<file path="src/design/smf_pkg.sv">
package smf_pkg;

  localparam int unsigned SAMPLE_W = 16;

  typedef logic [SAMPLE_W-1:0] sample_t;

endpackage

</file>
<file path="src/design/smf_window.sv">
module smf_window #(
  parameter int unsigned WINDOW = 11
) (
  input  logic                                    clk_i,
  input  logic                                    rst_ni,
  input  logic                                    wr_en_i,
  input  smf_pkg::sample_t                        sample_i,
  output logic [WINDOW-1:0][smf_pkg::SAMPLE_W-1:0] win_o
);

  localparam int unsigned PosW = $clog2(WINDOW);
  localparam logic [PosW-1:0] PosLast = PosW'(WINDOW - 1);

  logic [WINDOW-1:0][smf_pkg::SAMPLE_W-1:0] win_q;
  logic [PosW-1:0]                           pos_q, pos_d;

  assign pos_d = (pos_q == PosLast) ? '0 : pos_q + PosW'(1);

  always_ff @(posedge clk_i or negedge rst_ni) begin
    if (!rst_ni) begin
      win_q <= '0;
      pos_q <= '0;
    end else if (wr_en_i) begin
      win_q[pos_q] <= sample_i;
      pos_q        <= pos_d;
    end
  end

  assign win_o = win_q;

endmodule

</file>
<file path="src/design/smf_rank_select.sv">
module smf_rank_select #(
  parameter int unsigned WINDOW = 11
) (
  input  logic [WINDOW-1:0][smf_pkg::SAMPLE_W-1:0] win_i,
  output smf_pkg::sample_t                          median_o
);

  localparam int unsigned CntW = $clog2(WINDOW + 1);
  localparam logic [CntW-1:0] MidRank = CntW'(WINDOW / 2);

  logic [CntW-1:0] below  [WINDOW];
  logic [CntW-1:0] below_eq [WINDOW];
  logic [WINDOW-1:0] hit;

  // every entry counts how many entries sit strictly below it and how many at or below
  always_comb begin
    for (int i = 0; i < WINDOW; i++) begin
      below[i]    = '0;
      below_eq[i] = '0;
      for (int j = 0; j < WINDOW; j++) begin
        below[i]    = below[i] + CntW'(win_i[j] < win_i[i]);
        below_eq[i] = below_eq[i] + CntW'(win_i[j] <= win_i[i]);
      end
      hit[i] = (below[i] <= MidRank) && (MidRank < below_eq[i]);
    end
  end

  // all hits carry the same value, so an OR of the masked entries picks it
  always_comb begin
    median_o = '0;
    for (int i = 0; i < WINDOW; i++) begin
      median_o = median_o | (win_i[i] & {smf_pkg::SAMPLE_W{hit[i]}});
    end
  end

endmodule

</file>
<file path="src/design/sliding_median_filter.sv">
// Running median over the last WINDOW samples.
// Path: beat into the window registers, its median into out_q once the output slot frees.
// One sample per cycle unless stalled; one rank-and-select pass over the window registers.
// Reset: window entries and write position clear to zero, no result pending;
// until WINDOW samples have arrived the zero entries take part in the median.
module sliding_median_filter #(
  parameter int unsigned WINDOW = 11
) (
  input  logic        clk_i,
  input  logic        rst_ni,
  input  logic        s_axis_tvalid,
  output logic        s_axis_tready,
  input  logic [15:0] s_axis_tdata,  // [15:0] sample
  output logic        m_axis_tvalid,
  input  logic        m_axis_tready,
  output logic [15:0] m_axis_tdata   // [15:0] median
);

  logic [WINDOW-1:0][smf_pkg::SAMPLE_W-1:0] win;
  smf_pkg::sample_t median;
  logic             in_beat;
  logic             pend_q;   // window holds a sample whose median is not yet taken up
  logic             out_vld_q;
  smf_pkg::sample_t out_q;
  logic             adv;

  assign adv           = pend_q && (!out_vld_q || m_axis_tready);
  assign s_axis_tready = !pend_q || adv;
  assign in_beat       = s_axis_tvalid && s_axis_tready;

  smf_window #(
    .WINDOW (WINDOW)
  ) u_window (
    .clk_i    (clk_i),
    .rst_ni   (rst_ni),
    .wr_en_i  (in_beat),
    .sample_i (s_axis_tdata),
    .win_o    (win)
  );

  smf_rank_select #(
    .WINDOW (WINDOW)
  ) u_rank (
    .win_i    (win),
    .median_o (median)
  );

  always_ff @(posedge clk_i or negedge rst_ni) begin
    if (!rst_ni) begin
      pend_q    <= 1'b0;
      out_vld_q <= 1'b0;
    end else begin
      if (in_beat) begin
        pend_q <= 1'b1;
      end else if (adv) begin
        pend_q <= 1'b0;
      end
      if (adv) begin
        out_vld_q <= 1'b1;
      end else if (m_axis_tready) begin
        out_vld_q <= 1'b0;
      end
    end
  end

  always_ff @(posedge clk_i) begin
    if (adv) begin
      out_q <= median;
    end
  end

  assign m_axis_tvalid = out_vld_q;
  assign m_axis_tdata  = out_q;

endmodule

</file>
<file path="config.mk">
export PLATFORM = sky130hd
export DESIGN_NAME = sliding_median_filter
export DESIGN_NICKNAME = d
export VERILOG_FILES = /design/src/design/smf_pkg.sv /design/src/design/smf_window.sv /design/src/design/smf_rank_select.sv /design/src/design/sliding_median_filter.sv
export SDC_FILE = /design/constraint.sdc
export NUM_CORES = 2
export LEC_CHECK = 0
export BUFFER_PORTS_ARGS = -buffer_cell sky130_fd_sc_hd__buf_4
export CORE_MARGIN = 5
export CORE_UTILIZATION = 45
export DETAILED_ROUTE_END_ITERATION = 7
export GPL_TIMING_DRIVEN = 1
export SETUP_SLACK_MARGIN = 0.4
export SLEW_MARGIN = 20
export SYNTH_ARGS = -nofsm -noshare
export SYNTH_HDL_FRONTEND = slang
export SYNTH_SLANG_ARGS = --single-unit
</file>
<file path="constraint.sdc">
create_clock -name clk_i -period 8.6 [get_ports clk_i]
set_input_delay 1.72 -clock clk_i [delete_from_list [all_inputs] [get_ports clk_i]]
set_output_delay 1.72 -clock clk_i [all_outputs]
set_load 0.05 [all_outputs]
</file>
==> qor.csv <==
stage,metric,value,unit
floorplanning,Core Area,0.07420,sq mm
cells_and_area,Nets,4958,
cells_and_area,filler cell count,7128,
synthesis,Yosys warning count,0,
cells_and_area,Seq. cell area,0.005035,sq mm
detailed_routing,detailed-route DRC error count,0,
worst_setup_path,CP max stage delay,0.70,ns
placement,placed wire-length estimate,120700,um
worst_setup_path,Crit path max-delay family,compound AO/OA/AOI/OAI gates,
clocking,Setup Buffers After CTS,0,
outcome,status,"complete, no violations",
floorplanning,Initial Util,45.25,%
worst_setup_path,startpoint types,flop,
synthesis,synthesized area per cell,8.943,sq um
synthesis,asr flop ratio synth,91.92,%
worst_setup_path,CP Data Required Time,8.99,ns
worst_setup_path,"Max stage delay cell, worst path",a2111oi_4,
sta,Max Clock Freq,124.9,MHz
worst_setup_path,CP Max Fanout,14,
floorplanning,I/O pin count,38,
detailed_routing,via count,30970,
synthesis,#FFs+latches synth,198,
cells_and_area,area delta synth->final,7.677,%
sta,unrepaired setup endpoints after global routing,no,
synthesis,Post-Syn Area,0.03357,sq mm
sta,Final Skew,0.02143,ns
clocking,CTS sink cnt,198,
sta,Final min period,8.008,ns
global_routing,vias in the first global route,28150,
synthesis,post-synthesis sequential area ratio,15.00,%
floorplanning,Die Y,283.1,um
worst_setup_path,Crit Path Category,flop to flop,
synthesis,dominant synthesized flop cell,dfrtp_1,
cells_and_area,"commonest non-fill, non-tap cell in the layout",ha_1,
detailed_routing,Via-to-Cell Ratio,6.427,
worst_setup_path,Buf/Inv on CP,4,
sta,final hold vios,0,
clocking,Clock Pin Slew Worst Setup and Hold Paths,0.09,ns
clocking,TritonCTS clock tree,yes,
cells_and_area,diode count,0,
detailed_routing,DR pass1 iterations,8,
min_path,Hold Crit Class,flop to flop,
detailed_routing,Final ANT Viol Nets,0,
sta,count of final setup violators,0,
clocking,CTS max path bufs,2,
global_routing,all-layer global routing usage,35.84,%
clocking,Root Buffer,clkbuf_16,
sta,Final period util,93.12,%
global_routing,initial antenna violation count,2,
synthesis,Mapped Cells,3754,
run,maxcap violations,0,
floorplanning,die width,283.1,um
placement,Port-buffer cells,37,
sta,Max Slew Vio Count,0,
detailed_routing,DRT iter0 DRCs,4295,
clocking,Hold Buf Count CTS,0,
global_routing,grt total ovfl,0,
global_routing,pin count of the biggest net entering global routing,86,
clocking,H-Tree Depth,4,
cells_and_area,post-layout utilization of the core,48.72,%
cells_and_area,share of cells above drive strength 1,7.091,%
floorplanning,Rows,100,
cells_and_area,most frequent cells in the layout,"ha_1, nand2_1, inv_1",
global_routing,first-pass GRT wire length,209700,um
detailed_routing,Routed WL per cell,30.71,um
clocking,worst-skew pair later-pin latency,0.53,ns
sta,Worst Tran Pin Value,1.230,ns
clocking,total CTS buffers,17,
clocking,post_cts resized,0,
sta,Setup TNS,0,ns
floorplanning,Die ar.,0.08017,sq mm
synthesis,number of synthesized flops with an enable pin,16,
worst_setup_path,crit path capture type,flop,
placement,GP Congestion,1.058,
synthesis,Mapped Nets,4875,
worst_setup_path,arrival time at the worst endpoint,8.40,ns
sta,worst rel slew slack,17.24,%
detailed_routing,DRT Wirelength,148000,um
cells_and_area,area taken by multi-input logic gates,0.02706,sq mm
synthesis,distinct cell type count after synthesis,80,
[synth_stat cells (all sizes together) (5+ instances only)]
cell type / count / share of area (%)
mux2: 65 / 2.2
and4: 17 / 0.44
a222oi: 19 / 0.57
and3: 24 / 0.45
o21a: 104 / 2.3
nand3: 50 / 0.75
clkbuf: 51 / 0.57
nor2: 101 / 1.2
o211ai: 13 / 0.31
a211oi: 23 / 0.53
a21oi: 278 / 4.2
nor2b: 103 / 1.9
a22oi: 15 / 0.34
nand4: 165 / 3.1
buf: 10 / 0.19
a21boi: 6 / 0.13
nand2b: 56 / 1.0
and2: 17 / 0.32
nor4: 36 / 0.69
a221oi: 44 / 1.5
nand2: 361 / 4.0
a2111oi: 14 / 0.42
o2bb2ai: 5 / 0.13
xor2: 11 / 0.29
o21ai: 260 / 3.9
o2111ai: 9 / 0.23
ha: 985 / 37
fa: 116 / 6.9
or3: 6 / 0.11
a211o: 10 / 0.26
dfrtp: 182 / 14
a221o: 18 / 0.54
nor3: 31 / 0.46
edfxtp: 16 / 1.4
a22o: 15 / 0.39
a21o: 120 / 2.7
a31oi: 6 / 0.11
inv: 346 / 3.9
[registers in the layout, indices dropped and copies added, names as in the netlist]
signal,cells
u_window.pos_q,4
u_window.win_o,176
m_axis_tdata,16
pend_q,1
m_axis_tvalid,1
[routing by layer]
metal / part of all wire [%] / track usage, % / vias up / routed length, um
met3: 11 / 9.678 / 363 / 16840
met4: 5.6 / 15.20 / 2 / 8298
met5: 0.0088 / 0 / - / 13
met2: 40 / 52.08 / 1857 / 59470
li1: - / - / 14140 / -
met1: 43 / 50.12 / 14610 / 63350
[path summary, 6_finish.rpt]
kind                            slack, ns             endpoint                start  cells after the start
max in group asynchronous            5.99  u_window.win_o[106]               rst_ni                      2
worst min-delay path                 0.50        m_axis_tvalid               pend_q                      1
worst min register to register       0.50        m_axis_tvalid               pend_q                      1
worst max-delay path                 0.59     m_axis_tdata[10]  u_window.win_o[144]                     25
worst max register to register       0.59     m_axis_tdata[10]  u_window.win_o[144]                     25
min in group asynchronous            1.25   u_window.win_o[64]               rst_ni                      1
[worst register-to-register path: stages (launching register included)]
cell and delay [ns]:
dfrtp_1 0.50, inv_1 0.49, ha_1 0.26, nor2b_1 0.04, o21a_1 0.16, o21a_1 0.16, o21a_1 0.17, o21a_1 0.16
o21ai_0 0.60, o2111ai_2 0.62, and2_1 0.36, fa_1 0.57, inv_1 0.07, fa_1 0.50, fa_1 0.49, inv_1 0.04
ha_1 0.20, fa_1 0.45, a221o_1 0.39, a2111oi_4 0.70, buf_4 0.40, a222oi_1 0.15, nand2_1 0.11, a221o_1 0.10
a221oi_1 0.05, nand3_1 0.13
[per-stage QoR]
step	hold WS, ns	cell area (sq um)	worst slack, ns	cells
floorplan	0.4490	33570	2.357	3754
global placement	0.4609	35540	0.7103	4787
detailed placement	0.4688	35540	0.7739	4787
CTS	0.4895	36140	0.7476	4819
global route	0.5148	36150	0.5138	4819
finish	0.4954	36150	0.5919	4819
[kinds of logic after synthesis]
kind of cell               after synthesis  share of synthesized area [%]
buffers and inverters                  407                          4.636
AOI/OAI and AO/OA                      989                          19.38
muxes                                   65                          2.180
and+or+nand+nor                        980                          14.82
DFF                                    198                          15.00
xor gates and xnor gates                14                         0.3652
adders and majority gates             1101                          43.63
[layout make-up]
class / count / area share (%)
clock buffer: 18 / 1.246
clock inverter: 14 / 0.4223
inverter: 346 / 3.593
multi-input combinational: 3149 / 74.84
sequential: 198 / 13.93
tap: 969 / 3.354
timing repair buffer: 125 / 2.613
Power is left out: the tool's default activity adds up to more than one toggle a clock period on the data nets, which glitch-free logic cannot reach.
